**src/rtl/core/rbb_pkg.sv**
```systemverilog
// Package for the RGB 3x3 box blur: register indexes, controller states,
// command and status structs and the reciprocal table. No dependencies.
`default_nettype none

package rbb_pkg;

    localparam int CFG_W = 11;
    localparam int CH_W  = 8;
    localparam int POS_W = 10;
    localparam int SUM_W = 12;
    localparam int CNT_W = 4;
    localparam int RCP_W = 21;
    localparam int RCP_SHIFT = 20;
    localparam int PROD_W = SUM_W + RCP_W;

    localparam logic [CFG_W-1:0] FRAME_SIZE_RESET = 11'd1024;

    typedef enum logic [0:0] {
        REG_FRAME_WIDTH  = 1'b0,
        REG_FRAME_HEIGHT = 1'b1
    } cfg_reg_t;

    typedef enum logic [2:0] {
        ST_IDLE,
        ST_SEL,
        ST_WIN,
        ST_DRAIN,
        ST_MUL,
        ST_OUT
    } ctrl_state_t;

    typedef struct packed {
        logic       accept;
        logic       clear;
        logic       rd_en;
        logic [1:0] win_row;
        logic [1:0] win_col;
        logic       emit_up;
        logic       emit_left;
        logic       mul;
        logic       load_out;
        logic       last;
    } rbb_cmd_t;

    typedef struct packed {
        logic [3:0] flags;
        logic       out_free;
    } rbb_status_t;

    // Reciprocals ceil(2^20 / n); exact for every sum up to 9 * 255.
    function automatic logic [RCP_W-1:0] recip(input logic [CNT_W-1:0] n);
        logic [RCP_W-1:0] r;
        begin
            unique case (n)
                4'd1:    r = 21'd1048576;
                4'd2:    r = 21'd524288;
                4'd3:    r = 21'd349526;
                4'd4:    r = 21'd262144;
                4'd5:    r = 21'd209716;
                4'd6:    r = 21'd174763;
                4'd7:    r = 21'd149797;
                4'd8:    r = 21'd131072;
                4'd9:    r = 21'd116509;
                default: r = 21'd0;
            endcase
            return r;
        end
    endfunction

endpackage

`default_nettype wire

```
**src/rtl/core/rbb_ctrl.sv**
```systemverilog
// Controller of the box blur: walks each pending result through a 3x3 window
// scan, the divide step and the output load. Depends on rbb_pkg.
`default_nettype none

module rbb_ctrl
    import rbb_pkg::*;
(
    input  wire logic        clk,
    input  wire logic        rst_n,
    input  wire logic        pix_valid,
    output logic             pix_ready,
    input  wire rbb_status_t status,
    output rbb_cmd_t         cmd
);

    ctrl_state_t state_reg, state_next;
    logic [3:0]  pend_reg, pend_next;
    logic [1:0]  wr_reg, wr_next;
    logic [1:0]  wc_reg, wc_next;
    logic        up_reg, up_next;
    logic        left_reg, left_next;
    logic        last_reg, last_next;
    logic [3:0]  avail;
    logic [3:0]  rest;

    always_ff @(posedge clk or negedge rst_n)
    begin
        if (!rst_n)
        begin
            state_reg <= ST_IDLE;
            pend_reg  <= '0;
            wr_reg    <= '0;
            wc_reg    <= '0;
            up_reg    <= 1'b0;
            left_reg  <= 1'b0;
            last_reg  <= 1'b0;
        end
        else
        begin
            state_reg <= state_next;
            pend_reg  <= pend_next;
            wr_reg    <= wr_next;
            wc_reg    <= wc_next;
            up_reg    <= up_next;
            left_reg  <= left_next;
            last_reg  <= last_next;
        end
    end

    always_comb
    begin
        state_next = state_reg;
        pend_next  = pend_reg;
        wr_next    = wr_reg;
        wc_next    = wc_reg;
        up_next    = up_reg;
        left_next  = left_reg;
        last_next  = last_reg;
        avail      = pend_reg & status.flags;
        rest       = avail;
        pix_ready  = 1'b0;

        cmd           = '0;
        cmd.win_row   = wr_reg;
        cmd.win_col   = wc_reg;
        cmd.emit_up   = up_reg;
        cmd.emit_left = left_reg;
        cmd.last      = last_reg;

        unique case (state_reg)
            ST_IDLE:
            begin
                pix_ready = 1'b1;
                if (pix_valid)
                begin
                    cmd.accept = 1'b1;
                    pend_next  = 4'hF;
                    state_next = ST_SEL;
                end
            end
            ST_SEL:
            begin
                cmd.clear = 1'b1;
                wr_next   = '0;
                wc_next   = '0;
                priority if (avail[0])
                begin
                    rest[0]   = 1'b0;
                    up_next   = 1'b1;
                    left_next = 1'b1;
                end
                else if (avail[1])
                begin
                    rest[1]   = 1'b0;
                    up_next   = 1'b1;
                    left_next = 1'b0;
                end
                else if (avail[2])
                begin
                    rest[2]   = 1'b0;
                    up_next   = 1'b0;
                    left_next = 1'b1;
                end
                else if (avail[3])
                begin
                    rest[3]   = 1'b0;
                    up_next   = 1'b0;
                    left_next = 1'b0;
                end
                else
                begin
                    rest = avail;
                end
                pend_next  = rest;
                last_next  = (rest == 4'h0);
                state_next = (avail == 4'h0) ? ST_IDLE : ST_WIN;
            end
            ST_WIN:
            begin
                cmd.rd_en = 1'b1;
                if (wc_reg == 2'd2)
                begin
                    wc_next = '0;
                    if (wr_reg == 2'd2)
                    begin
                        state_next = ST_DRAIN;
                    end
                    else
                    begin
                        wr_next = wr_reg + 2'd1;
                    end
                end
                else
                begin
                    wc_next = wc_reg + 2'd1;
                end
            end
            ST_DRAIN:
            begin
                state_next = ST_MUL;
            end
            ST_MUL:
            begin
                cmd.mul    = 1'b1;
                state_next = ST_OUT;
            end
            ST_OUT:
            begin
                if (status.out_free)
                begin
                    cmd.load_out = 1'b1;
                    state_next   = ST_SEL;
                end
            end
            default:
            begin
                state_next = ST_IDLE;
            end
        endcase
    end

endmodule

`default_nettype wire

```
**config.mk**
```make
export PLATFORM = sky130hd
export DESIGN_NAME = rbb_ctrl
export DESIGN_NICKNAME = d
export VERILOG_FILES = /design/src/rtl/core/rbb_pkg.sv /design/src/rtl/core/rbb_ctrl.sv
export SDC_FILE = /design/constraint.sdc
export NUM_CORES = 1
export LEC_CHECK = 0
export BUFFER_PORTS_ARGS = -buffer_cell sky130_fd_sc_hd__buf_2
export CAP_MARGIN = 20
export CORE_MARGIN = 2
export CORE_UTILIZATION = 40
export CTS_CLUSTER_SIZE = 28
export DETAILED_ROUTE_END_ITERATION = 16
export GPL_TIMING_DRIVEN = 0
export PLACE_DENSITY = 0.75
export REMOVE_ABC_BUFFERS = 1
export SYNTH_ARGS = -nofsm -noshare
export SYNTH_HDL_FRONTEND = slang
export SYNTH_SLANG_ARGS = --single-unit
```
**constraint.sdc**
```tcl
create_clock -name clk -period 2.32 [get_ports clk]
set_clock_uncertainty 0.1 [all_clocks]
set_input_delay 0.232 -clock clk [delete_from_list [all_inputs] [get_ports clk]]
set_output_delay 0.232 -clock clk [all_outputs]
set_load 0.01 [all_outputs]
```
==> results_dict.tcl <==
set metrics [dict create \
    portBuffers 20 \
    die_h_um 46.85 \
    synth_mux_area_frac 0.02726 \
    clock-sinks 14 \
    die_w_um 46.85 \
    drt_iter0_markers 18 \
    drive_gt1_frac 0.3297 \
    drv_slew 0 \
    p_leak_nw 0.4267 \
    cp-start-kind "register" \
    synth_top_area_cell "dfrtp_1" \
    syn-cell-area_um2 734.5 \
    status "completed" \
    crit_arrival_ns 1.62 \
    dieArea_um2 2195 \
    routed_wirelength_um 1378 \
    grt.overflow.total 0 \
    syn_avg_cell_area_um2 10.34 \
    cap_violations 0 \
    crit_path_max_incr_delay_ns 0.62 \
    wl_per_cell_um 11.88 \
    crit_fanout 16 \
    end_kind "primary output" \
    crit_path_cell_trace "or3b_1 > inv_1 > buf_2" \
    grt_max_degree 17 \
    tightest_slew_ns 0.5182 \
    yosysUniqueCellTypes 32 \
    grt_usage 0.1540 \
    tns_ns 0 \
    ir_worst_vdd_mv 0.6926 \
    drcViolationCount 0 \
    power.density_nw_per_um2 1290 \
    ys_seq_elements 14 \
    io_pins 21 \
    synth_edf_count 0 \
    synth_area_leaders "dfrtp_1, nand2_1, a22oi_1" \
    synth_top_area_frac 0.4770 \
    cp_slowest_cell "or3b_1" \
    tritoncts "done" \
    synth_top_family_by_area "compound AO/OA/AOI/OAI gates" \
    fp-row-count 15 \
    yosysMostFrequentCell "dfrtp_1" \
    cts_made_buffers 3 \
    grt_setup_unrepaired "false" \
    syn_inst 71 \
    ys.flop_type "dfrtp_1" \
    path_clk_slew_ns 0.09 \
    cts_hold_buf 1 \
    max_freq_ghz 0.5120 \
    largest_reg_flops 4 \
    cts_resized 0 \
    worst-setup-path-type "register to primary output" \
    nets 101 \
    slew-limit-headroom 0.6545 \
    grt_pass1_wl_um 2401 \
    post_cts_buffers 0 \
    yosys.area_share.simple 0.1755 \
    insertion_delay_ns 0.28 \
    num_vias 597 \
    cp.required_ns 1.99 \
    yosysSeqAreaShare 0.4770 \
    synth_common_cells "dfrtp_1, nand2_1" \
    fin_crit_sh 0.8419 \
    coreArea_um2 1727 \
    synth_compound_area_frac 0.2061 \
    place_congestion 0.8254 \
    antenna_found_initial 0 \
    holdWs_ns 0.1672 \
    htreeDepth 1 \
    synthAdderAreaFrac 0.03066 \
    initial_core_util 0.4254 \
    diodes 0 \
    clock_path_buffers 2 \
    first_pass_iters 4 \
    hold_path.class "input port to register" \
    setup_violations 0 \
    root_buffer "clkbuf_4" \
    synth-xor-area-share 0 \
    first_global_vias 548 \
    final-hold-violation-count 0 \
    syn2layout_area_growth_pct 18.06 \
    ys_warn_count 0 \
    min_period_ns 1.953 \
    viasPerCell 5.147 \
    ant_nets 0 \
    synthArstFlopShare 1.000 \
    hpwl_um 984.2 \
]
-- layer usage --
layer  track usage  share of wire  up-vias
met5             0              0        -
met4       0.06667         0.0080        0
met3       0.02308          0.033        2
met2        0.2466           0.46       10
met1        0.2072           0.49      291
li1              -              -      294
-- kinds of logic after synthesis --
logic type	after synthesis
and+or+nand+nor	23
DFF	14
buffers and inverters	9
adders and majority gates	2
muxes	2
AOI/OAI and AO/OA	21
-- cell usage in the layout (no fill, tap or decap), drive strengths merged, types with 2 or more instances in the layout --
| cell type | netlist | layout |
|---|---|---|
| o21ai | 5 | 5 |
| nand2 | 8 | 8 |
| a22oi | 3 | 3 |
| or3b | 2 | 2 |
| nor2 | 3 | 3 |
| nor2b | 2 | 2 |
| clkbuf | 0 | 4 |
| inv | 3 | 3 |
| buf | 5 | 20 |
| o22a | 2 | 2 |
| a21oi | 3 | 3 |
| dfrtp | 14 | 14 |
| mux2i | 2 | 2 |
| nand3 | 3 | 3 |
-- worst paths after layout --
kind	depth (start not counted)	end	slack, ns	from
worst max-delay path	3	cmd[10]	0.37	state_reg[0]
min in group asynchronous	2	pend_reg[2]	0.27	rst_n
worst min register to register	1	last_reg	0.41	last_reg
worst min-delay path	3	left_reg	0.17	status[1]
worst max register to register	3	last_reg	0.64	state_reg[0]
max in group asynchronous	2	last_reg	1.62	rst_n
-- power breakdown --
group,internal [W],switching (W),leakage [nW]
clock,0.0000954,0.0000819,0.0210
sequential,0.000353,0.000124,0.173
combinational,0.000223,0.000241,0.232
-- worst max-delay path: cells and delay by family (launching register included) --
kind,cells,cell delay (ns)
DFF,1,0.48
buffers and inverters,2,0.24
and+or+nand+nor,1,0.62
-- final cells by class --
type                       instances  area [um^2]
inverter                           4        16.27
sequential                        14        350.3
tap                               25        31.28
fill                             181        859.6
clock buffer                       4        36.28
multi-input combinational         48        322.8
timing repair buffer              21        110.1
-- stage by stage --
step	setup slack (ns)	total power, W	cells	utilization	cell area, um^2
2_1_floorplan	0.8205	0.0007799	66	-	689.4
4_1_cts	0.3644	0.001125	116	0.5022	867.1
6_report	0.3668	0.001118	116	0.5022	867.1
5_1_grt	0.2536	0.001219	116	0.5022	867.1
3_5_place_dp	0.6839	0.0009438	111	0.4754	820.8
3_3_place_gp	0.6930	0.0009273	111	0.4754	820.8
Power figures use the tool's default switching activity.
